`config.mk`:
```
export PLATFORM = sky130hd
export DESIGN_NAME = sha1_block_compress_core
export DESIGN_NICKNAME = d
export VERILOG_FILES = /design/src/hw/rtl/sha1c_pkg.sv /design/src/hw/rtl/sha1c_sched.sv /design/src/hw/rtl/sha1c_round.sv /design/src/hw/rtl/sha1c_ctrl.sv /design/src/hw/rtl/sha1_block_compress_core.sv
export SDC_FILE = /design/constraint.sdc
export NUM_CORES = 1
export LEC_CHECK = 0
export BUFFER_PORTS_ARGS = -buffer_cell sky130_fd_sc_hd__buf_4
export CAP_MARGIN = 20
export CELL_PAD_IN_SITES_DETAIL_PLACEMENT = 2
export CELL_PAD_IN_SITES_GLOBAL_PLACEMENT = 2
export CORE_AREA = 8 8 353 355
export DETAILED_ROUTE_END_ITERATION = 16
export DIE_AREA = 0 0 361 363
export GPL_TIMING_DRIVEN = 0
export HOLD_SLACK_MARGIN = 0.12
export PLACE_DENSITY = 0.63
export REMOVE_ABC_BUFFERS = 1
export SLEW_MARGIN = 20
export SYNTH_ARGS = -nofsm -noshare
export SYNTH_HDL_FRONTEND = slang
export SYNTH_SLANG_ARGS = --single-unit
```
`constraint.sdc`:
```
create_clock -name clk -period 14.6 [get_ports clk]
set_input_delay 0.73 -clock clk [delete_from_list [all_inputs] [get_ports clk]]
set_output_delay 0.73 -clock clk [all_outputs]
set_load 0.02 [all_outputs]
```
`src/hw/rtl/sha1c_pkg.sv`:
```
`timescale 1ns / 1ps
// ----------------------------------------------------------------------------
// sha1c_pkg
// Shared types, constants and round functions of the SHA-1 compression core.
// ----------------------------------------------------------------------------
package sha1c_pkg;

	localparam int NUM_WORDS  = 16;
	localparam int NUM_ROUNDS = 80;
	localparam int NUM_CV     = 5;

	localparam int WORD_W  = 32;
	localparam int COUNT_W = $clog2(NUM_WORDS);
	localparam int ROUND_W = $clog2(NUM_ROUNDS);
	localparam int CV_W    = $clog2(NUM_CV);

	localparam logic [COUNT_W-1:0] LAST_WORD  = COUNT_W'(NUM_WORDS - 1);
	localparam logic [ROUND_W-1:0] LAST_ROUND = ROUND_W'(NUM_ROUNDS - 1);
	localparam logic [CV_W-1:0]    LAST_CV    = CV_W'(NUM_CV - 1);

	localparam logic [ROUND_W-1:0] ROUND_PH1 = ROUND_W'(20);
	localparam logic [ROUND_W-1:0] ROUND_PH2 = ROUND_W'(40);
	localparam logic [ROUND_W-1:0] ROUND_PH3 = ROUND_W'(60);

	typedef struct packed {
		logic [WORD_W-1:0] message_word;
		logic              start_message;
	} in_t;

	typedef struct packed {
		logic [WORD_W-1:0] digest_word;
		logic [2:0]        word_index;
		logic              last;
	} out_t;

	typedef enum logic [1:0] {
		ST_IDLE,
		ST_ROUND,
		ST_EMIT
	} state_t;

	typedef enum logic [1:0] {
		PH_CHOOSE,
		PH_PARITY_A,
		PH_MAJORITY,
		PH_PARITY_B
	} phase_t;

	typedef struct packed {
		logic            load_word;
		logic            load_iv;
		logic            init_work;
		logic            run_round;
		phase_t          phase;
		logic            emit;
	} ctl_t;

	function automatic logic [WORD_W-1:0] iv_word(input logic [CV_W-1:0] idx);
		logic [WORD_W-1:0] v;
		unique case (idx)
			CV_W'(0): v = 32'h6745_2301;
			CV_W'(1): v = 32'hefcd_ab89;
			CV_W'(2): v = 32'h98ba_dcfe;
			CV_W'(3): v = 32'h1032_5476;
			default:  v = 32'hc3d2_e1f0;
		endcase
		return v;
	endfunction

	function automatic logic [WORD_W-1:0] k_const(input phase_t ph);
		logic [WORD_W-1:0] v;
		unique case (ph)
			PH_CHOOSE:   v = 32'h5a82_7999;
			PH_PARITY_A: v = 32'h6ed9_eba1;
			PH_MAJORITY: v = 32'h8f1b_bcdc;
			default:     v = 32'hca62_c1d6;
		endcase
		return v;
	endfunction

	function automatic logic [WORD_W-1:0] f_round(input phase_t ph,
		input logic [WORD_W-1:0] b, input logic [WORD_W-1:0] c,
		input logic [WORD_W-1:0] d);
		logic [WORD_W-1:0] v;
		unique case (ph)
			PH_CHOOSE:   v = d ^ (b & (c ^ d));
			PH_MAJORITY: v = (b & c) | (d & (b | c));
			default:     v = b ^ c ^ d;
		endcase
		return v;
	endfunction

endpackage

```
`src/hw/rtl/sha1c_sched.sv`:
```
`timescale 1ns / 1ps
// ----------------------------------------------------------------------------
// sha1c_sched
// Message schedule: 16-word shift line, filled by incoming words and
// extended by one word per round.
// ----------------------------------------------------------------------------
module sha1c_sched (
	input  logic                          clk,
	input  sha1c_pkg::ctl_t               ctl,
	input  logic [sha1c_pkg::WORD_W-1:0]  message_word,
	output logic [sha1c_pkg::WORD_W-1:0]  w
);

	logic [sha1c_pkg::WORD_W-1:0] w_q [sha1c_pkg::NUM_WORDS];
	logic [sha1c_pkg::WORD_W-1:0] mix;
	logic [sha1c_pkg::WORD_W-1:0] next_w;

	// taps for w[t-3], w[t-8], w[t-14], w[t-16]
	assign mix    = w_q[13] ^ w_q[8] ^ w_q[2] ^ w_q[0];
	assign next_w = {mix[sha1c_pkg::WORD_W-2:0], mix[sha1c_pkg::WORD_W-1]};
	assign w      = w_q[0];

	always_ff @(posedge clk) begin
		if (ctl.load_word || ctl.run_round) begin
			for (int i = 0; i < sha1c_pkg::NUM_WORDS - 1; i++) begin
				w_q[i] <= w_q[i+1];
			end
			w_q[sha1c_pkg::NUM_WORDS-1] <= ctl.load_word ? message_word : next_w;
		end
	end

endmodule

```
`src/hw/rtl/sha1c_round.sv`:
```
`timescale 1ns / 1ps
// ----------------------------------------------------------------------------
// sha1c_round
// Round datapath: working variables A..E, one round per cycle, and the
// chaining value with its per-word feed-forward add.
// ----------------------------------------------------------------------------
module sha1c_round (
	input  logic                          clk,
	input  logic                          arst_n,
	input  sha1c_pkg::ctl_t               ctl,
	input  logic [sha1c_pkg::WORD_W-1:0]  w,
	output logic [sha1c_pkg::WORD_W-1:0]  digest_word
);

	logic [sha1c_pkg::WORD_W-1:0] cv_q [sha1c_pkg::NUM_CV];
	logic [sha1c_pkg::WORD_W-1:0] wv_q [sha1c_pkg::NUM_CV];
	logic [sha1c_pkg::WORD_W-1:0] digest_q;
	logic [sha1c_pkg::WORD_W-1:0] a_rot;
	logic [sha1c_pkg::WORD_W-1:0] b_rot;
	logic [sha1c_pkg::WORD_W-1:0] t;
	logic [sha1c_pkg::WORD_W-1:0] sum;

	assign a_rot = {wv_q[0][26:0], wv_q[0][31:27]};
	assign b_rot = {wv_q[1][1:0], wv_q[1][31:2]};
	assign t     = a_rot + wv_q[4] + w + sha1c_pkg::k_const(ctl.phase)
		+ sha1c_pkg::f_round(ctl.phase, wv_q[1], wv_q[2], wv_q[3]);
	assign sum   = cv_q[0] + wv_q[0];

	assign digest_word = digest_q;

	// chaining value: reloaded on a start flag, rotated through the adder on emit
	always_ff @(posedge clk or negedge arst_n) begin
		if (!arst_n) begin
			for (int i = 0; i < sha1c_pkg::NUM_CV; i++) begin
				cv_q[i] <= sha1c_pkg::iv_word(sha1c_pkg::CV_W'(i));
			end
		end else if (ctl.load_iv) begin
			for (int i = 0; i < sha1c_pkg::NUM_CV; i++) begin
				cv_q[i] <= sha1c_pkg::iv_word(sha1c_pkg::CV_W'(i));
			end
		end else if (ctl.emit) begin
			for (int i = 0; i < sha1c_pkg::NUM_CV - 1; i++) begin
				cv_q[i] <= cv_q[i+1];
			end
			cv_q[sha1c_pkg::NUM_CV-1] <= sum;
		end
	end

	always_ff @(posedge clk) begin
		if (ctl.init_work) begin
			for (int i = 0; i < sha1c_pkg::NUM_CV; i++) begin
				wv_q[i] <= cv_q[i];
			end
		end else if (ctl.run_round) begin
			wv_q[0] <= t;
			wv_q[1] <= wv_q[0];
			wv_q[2] <= b_rot;
			wv_q[3] <= wv_q[2];
			wv_q[4] <= wv_q[3];
		end else if (ctl.emit) begin
			for (int i = 0; i < sha1c_pkg::NUM_CV - 1; i++) begin
				wv_q[i] <= wv_q[i+1];
			end
		end
	end

	always_ff @(posedge clk) begin
		if (ctl.emit) begin
			digest_q <= sum;
		end
	end

endmodule

```
`src/hw/rtl/sha1c_ctrl.sv`:
```
`timescale 1ns / 1ps
// ----------------------------------------------------------------------------
// sha1c_ctrl
// Sequencer: word collection, 80-round loop and five-word result phase.
// ----------------------------------------------------------------------------
module sha1c_ctrl (
	input  logic                        clk,
	input  logic                        arst_n,
	input  logic                        start,
	input  logic                        start_message,
	output logic                        busy,
	output sha1c_pkg::ctl_t             ctl,
	output logic                        result_valid,
	output logic [2:0]                  result_index,
	output logic                        result_last
);

	sha1c_pkg::state_t                 state_q, state_d;
	logic [sha1c_pkg::COUNT_W-1:0]     count_q, count_d;
	logic [sha1c_pkg::COUNT_W-1:0]     pos;
	logic [sha1c_pkg::ROUND_W-1:0]     round_q, round_d;
	logic [sha1c_pkg::CV_W-1:0]        emit_q, emit_d;
	logic                              valid_q;
	logic [2:0]                        index_q;
	logic                              last_q;

	always_ff @(posedge clk or negedge arst_n) begin
		if (!arst_n) begin
			state_q <= sha1c_pkg::ST_IDLE;
			count_q <= '0;
			round_q <= '0;
			emit_q  <= '0;
			valid_q <= 1'b0;
		end else begin
			state_q <= state_d;
			count_q <= count_d;
			round_q <= round_d;
			emit_q  <= emit_d;
			valid_q <= ctl.emit;
		end
	end

	always_ff @(posedge clk) begin
		if (ctl.emit) begin
			index_q <= 3'(emit_q);
			last_q  <= (emit_q == sha1c_pkg::LAST_CV);
		end
	end

	always_comb begin
		state_d       = state_q;
		count_d       = count_q;
		round_d       = round_q;
		emit_d        = emit_q;
		pos           = start_message ? '0 : count_q;
		ctl.load_word = 1'b0;
		ctl.load_iv   = 1'b0;
		ctl.init_work = 1'b0;
		ctl.run_round = 1'b0;
		ctl.emit      = 1'b0;
		if (round_q < sha1c_pkg::ROUND_PH1) begin
			ctl.phase = sha1c_pkg::PH_CHOOSE;
		end else if (round_q < sha1c_pkg::ROUND_PH2) begin
			ctl.phase = sha1c_pkg::PH_PARITY_A;
		end else if (round_q < sha1c_pkg::ROUND_PH3) begin
			ctl.phase = sha1c_pkg::PH_MAJORITY;
		end else begin
			ctl.phase = sha1c_pkg::PH_PARITY_B;
		end
		unique case (state_q)
			sha1c_pkg::ST_IDLE: begin
				if (start) begin
					ctl.load_word = 1'b1;
					ctl.load_iv   = start_message;
					if (pos == sha1c_pkg::LAST_WORD) begin
						ctl.init_work = 1'b1;
						count_d       = '0;
						round_d       = '0;
						state_d       = sha1c_pkg::ST_ROUND;
					end else begin
						count_d = pos + 1'b1;
					end
				end
			end
			sha1c_pkg::ST_ROUND: begin
				ctl.run_round = 1'b1;
				round_d       = round_q + 1'b1;
				if (round_q == sha1c_pkg::LAST_ROUND) begin
					emit_d  = '0;
					state_d = sha1c_pkg::ST_EMIT;
				end
			end
			sha1c_pkg::ST_EMIT: begin
				ctl.emit = 1'b1;
				emit_d   = emit_q + 1'b1;
				if (emit_q == sha1c_pkg::LAST_CV) begin
					state_d = sha1c_pkg::ST_IDLE;
				end
			end
			default: begin
				state_d = sha1c_pkg::ST_IDLE;
			end
		endcase
	end

	assign busy         = (state_q != sha1c_pkg::ST_IDLE);
	assign result_valid = valid_q;
	assign result_index = index_q;
	assign result_last  = last_q;

endmodule

```
`src/hw/rtl/sha1_block_compress_core.sv`:
```
`timescale 1ns / 1ps
// Words 1..15 of a block: each is taken on its own start, busy stays low.
// Sixteenth word: 80 rounds on the shared round datapath, then five adds;
// the five results strobe on consecutive cycles, each registered from its
// add, and busy is high through the round and add states.
// Results cannot be stalled.
// Reset loads the SHA-1 initial chaining value and clears the word count.
// ----------------------------------------------------------------------------
// sha1_block_compress_core
// SHA-1 compression core: collects 16 message words, runs 80 rounds with
// the message schedule and emits the five updated chaining words.
// ----------------------------------------------------------------------------
module sha1_block_compress_core (
	input  logic               clk,
	input  logic               arst_n,
	input  logic               start,
	output logic               busy,
	input  sha1c_pkg::in_t     cmd,
	output sha1c_pkg::out_t    result,
	output logic               result_valid
);

	sha1c_pkg::ctl_t               ctl;
	logic [sha1c_pkg::WORD_W-1:0]  w;
	logic [sha1c_pkg::WORD_W-1:0]  digest_word;
	logic [2:0]                    result_index;
	logic                          result_last;

	sha1c_ctrl u_ctrl (
		.clk           (clk),
		.arst_n        (arst_n),
		.start         (start),
		.start_message (cmd.start_message),
		.busy          (busy),
		.ctl           (ctl),
		.result_valid  (result_valid),
		.result_index  (result_index),
		.result_last   (result_last)
	);

	sha1c_sched u_sched (
		.clk          (clk),
		.ctl          (ctl),
		.message_word (cmd.message_word),
		.w            (w)
	);

	sha1c_round u_round (
		.clk         (clk),
		.arst_n      (arst_n),
		.ctl         (ctl),
		.w           (w),
		.digest_word (digest_word)
	);

	assign result.digest_word = digest_word;
	assign result.word_index  = result_index;
	assign result.last        = result_last;

`ifndef SYNTHESIS
	// results come only out of a busy phase
	a_valid_from_busy: assert property (@(posedge clk) disable iff (!arst_n)
		result_valid |-> $past(busy))
		else $error("result strobe without preceding busy cycle");

	// the five results are back to back
	a_burst: assert property (@(posedge clk) disable iff (!arst_n)
		result_valid && !result.last |=> result_valid)
		else $error("gap inside result burst");

	// core is free again when the last word goes out
	a_last_idle: assert property (@(posedge clk) disable iff (!arst_n)
		result_valid && result.last |-> !busy)
		else $error("busy still high on last result");

	a_last_index: assert property (@(posedge clk) disable iff (!arst_n)
		result_valid |-> (result.last == (result.word_index == 3'd4)))
		else $error("last flag and word index disagree");
`endif

endmodule
```
==> reports/qor.yml <==
status: "completed"
postSynthAreaPerCell_um2: 13.4
cts.sinks: 885
die_x_um: 361
cp-start-kind: "flip-flop"
cts.repair.resized: 0
cp.arrival_ps: 8310
ys_seq_area_share_pct: 62.6
report.final.slew_viol_count: 0
cp.required_ps: 15030
grt_start_max_net_pins: 65
port_buffers: 73
grt_pass1_vias: 28500
end_kind: "flip-flop"
cts-root-buf: "clkbuf_16"
ys_types: 71
cap_violations: 0
ios: 74
ys.flop_type: "edfxtp_1"
wl_mm: 116
powerDensity_mw_per_mm2: 110
period_share_pct: 54.0
drc: 0
ant_nets: 0
final_cell_mix: "edfxtp_1, inv_1, nand2_1"
critPathSlowestCell: "nor2b_1"
cts_buffer_depth: 3
synth_area_leader_cell: "edfxtp_1"
initial_core_util_pct: 34.6
worst_pin_slew_ps: 1080
path_clk_slew_ps: 60
finalInstanceArea_mm2: 0.0477
die-area_mm2: 0.131
fillerInstances: 11800
multi_input_area_mm2: 0.0140
dp_slack_ps: 6730
cp_slowest_stage_delay_ps: 870
clk-insertion-delay-late_ps: 710
yosysWarnings: 0
syn-cell-area_mm2: 0.0412
die_h_um: 363
crit_chain: "o21ai_0 > nor2b_1 > inv_1 > ha_4 > buf_16 > a311oi_1 > a21oi_1 > fa_1 > inv_1 > fa_1 > fa_1 > inv_1 > ha_1 > inv_1 > fa_1 > nand2b_1 > a21oi_1 > a21o_1 > nor2_1 > a21oi_1 > a221o_1 > a311oi_1 > xor2_1 > o21ai_0"
synth_cells: 3078
power.total_mw: 5.24
rows: 127
synth_edf_count: 708
period_needed_ps: 7880
synth.area.top_cells: "edfxtp_1, dfrtp_1, dfstp_2"
core_mm2: 0.119
viasPerCell: 5.25
placed_cell_area_mm2: 0.0444
cts_buffers: 100
gp_congestion: 0.769
cp_top_family: "adder cells"
vias: 25100
finClkSkew_ps: 41.0
grt-ovfl-total: 0
max_freq_ghz: 0.127
hold_viol: 0
drtIter0Drc: 1365
hp-class: "input pin to flip-flop"
dr.pass1.iters: 5
leakagePower_nw: 19.1
synth_top_cell_area_share_pct: 51.6
grt_usage_pct: 17.4
grt_pass1_wl_mm: 178
final_common_cell: "edfxtp_1"
ys_seq_elements: 885
ff_latch_area_mm2: 0.0258
path_buf_inv: 5
num_antenna_cells: 0
finalNetCount: 3419
hpwl_mm: 78.0
drive_gt1_share_pct: 11.8
rsz0062_at_grt: "false"
wl_per_cell_um: 24.2
syn2layout_area_growth_pct: 15.7
setup_slack_ps: 6720
final_util_pct: 40.1
hold_ws_ps: 304
max-vdd-ir-drop_v: 0.0000874
crit_fanout: 43
slew_headroom_pct: 28.0
synthArstFlopShare_pct: 20.0
antenna_found_initial: 2
setup-violations-final: 0
htree_levels: 3
crit_type: "flip-flop to flip-flop"
cts_tree: "done"
path summary, 6_finish.rpt:
kind | to | slack [ps] | startpoint | cells after the start
setup / recovery | u_round.wv_q[0][19] | 6720 | u_ctrl.round_q[4] | 24
hold / removal | u_sched.w_q[1][226] | 300 | cmd[3] | 3
setup reg to reg | u_round.wv_q[0][19] | 6720 | u_ctrl.round_q[4] | 24
hold reg to reg | u_sched.w_q[0][172] | 400 | u_sched.w_q[0][204] | 0
max in group asynchronous | u_round.cv_q[121] | 12820 | arst_n | 4
min in group asynchronous | u_round.cv_q[72] | 590 | arst_n | 2
state kept, by name, indices dropped and copies added, names as in the netlist:
name,flops
u_sched.w_q,512
u_round.cv_q,160
u_round.wv_q,160
u_round.digest_word,32
u_ctrl.round_q,7
u_ctrl.count_q,4
u_ctrl.emit_q,3
u_ctrl.result_index,3
u_ctrl.state_q,2
u_ctrl.result_last,1
u_ctrl.result_valid,1
layer usage:
layer / track usage [%] / part of all wire (%)
met3: 2.73 / 3.4
met1: 22.9 / 45
met2: 29.3 / 48
met5: 0 / 0
met4: 6.08 / 3.0
synthesized netlist by cell type (4+ instances only):
cell type,instances
and3_1,12
nor2b_1,121
a22o_1,77
nor3_1,10
o21ai_0,78
o22a_1,79
mux2i_1,120
o21bai_1,5
nand2_1,236
dfrtp_1,97
a22oi_1,12
nand4_1,6
fa_1,89
o31a_1,6
o22ai_1,33
o21a_1,13
xnor2_1,139
a21o_1,24
buf_1,6
o31ai_1,8
nand3_1,16
xor2_1,21
edfxtp_1,708
o211ai_1,4
clkbuf_1,138
dfstp_2,80
a311oi_1,26
a21oi_1,230
nand2b_1,41
o21ai_1,13
ha_1,142
a211oi_1,118
inv_1,263
nor2_1,50
stage by stage:
stage          cells  TNS [ps]
4_1_cts         4788         0
2_1_floorplan   2931  -4594670
3_5_place_dp    4597         0
3_3_place_gp    4552         -
5_1_grt         4788         0
6_report        4788         0
what timing repair did:
action,in CTS,in global routing
endpoints found under the hold margin,36,0
setup buffers,0,0
hold buffers,1,0
worst reg2reg max path: stages (launching register included):
cell,delay [ps]
dfrtp_1,470
o21ai_0,200
nor2b_1,870
inv_1,470
ha_4,430
buf_16,280
a311oi_1,290
a21oi_1,150
fa_1,540
inv_1,60
fa_1,500
fa_1,410
inv_1,60
ha_1,170
inv_1,70
fa_1,440
nand2b_1,190
a21oi_1,360
a21o_1,260
nor2_1,90
a21oi_1,380
a221o_1,280
a311oi_1,160
xor2_1,330
o21ai_0,130
logic make-up after synthesis:
family / Yosys count / share of synthesized area (%)
adders and majority gates: 231 / 8.64
DFF: 885 / 62.6
muxes: 120 / 2.92
xor gates and xnor gates: 160 / 3.40
and+or+nand+nor: 509 / 5.96
buffers and inverters: 410 / 3.75
AOI/OAI and AO/OA: 763 / 12.7
power breakdown:
group	switching (mW)	total [mW]	internal, mW
Clock	1.08	2.53	1.45
Combinational	0.0139	0.0219	0.00801
Sequential	0	2.69	2.69
cell type report:
cell class                 count  area share, %
clock buffer                 134           5.71
clock inverter                56           1.22
inverter                     263           2.09
multi-input combinational   1783           29.3
sequential                   885           54.1
tap                         1548           4.06
timing repair buffer         119           3.51
Note: power is estimated with default switching activity, not from simulation.
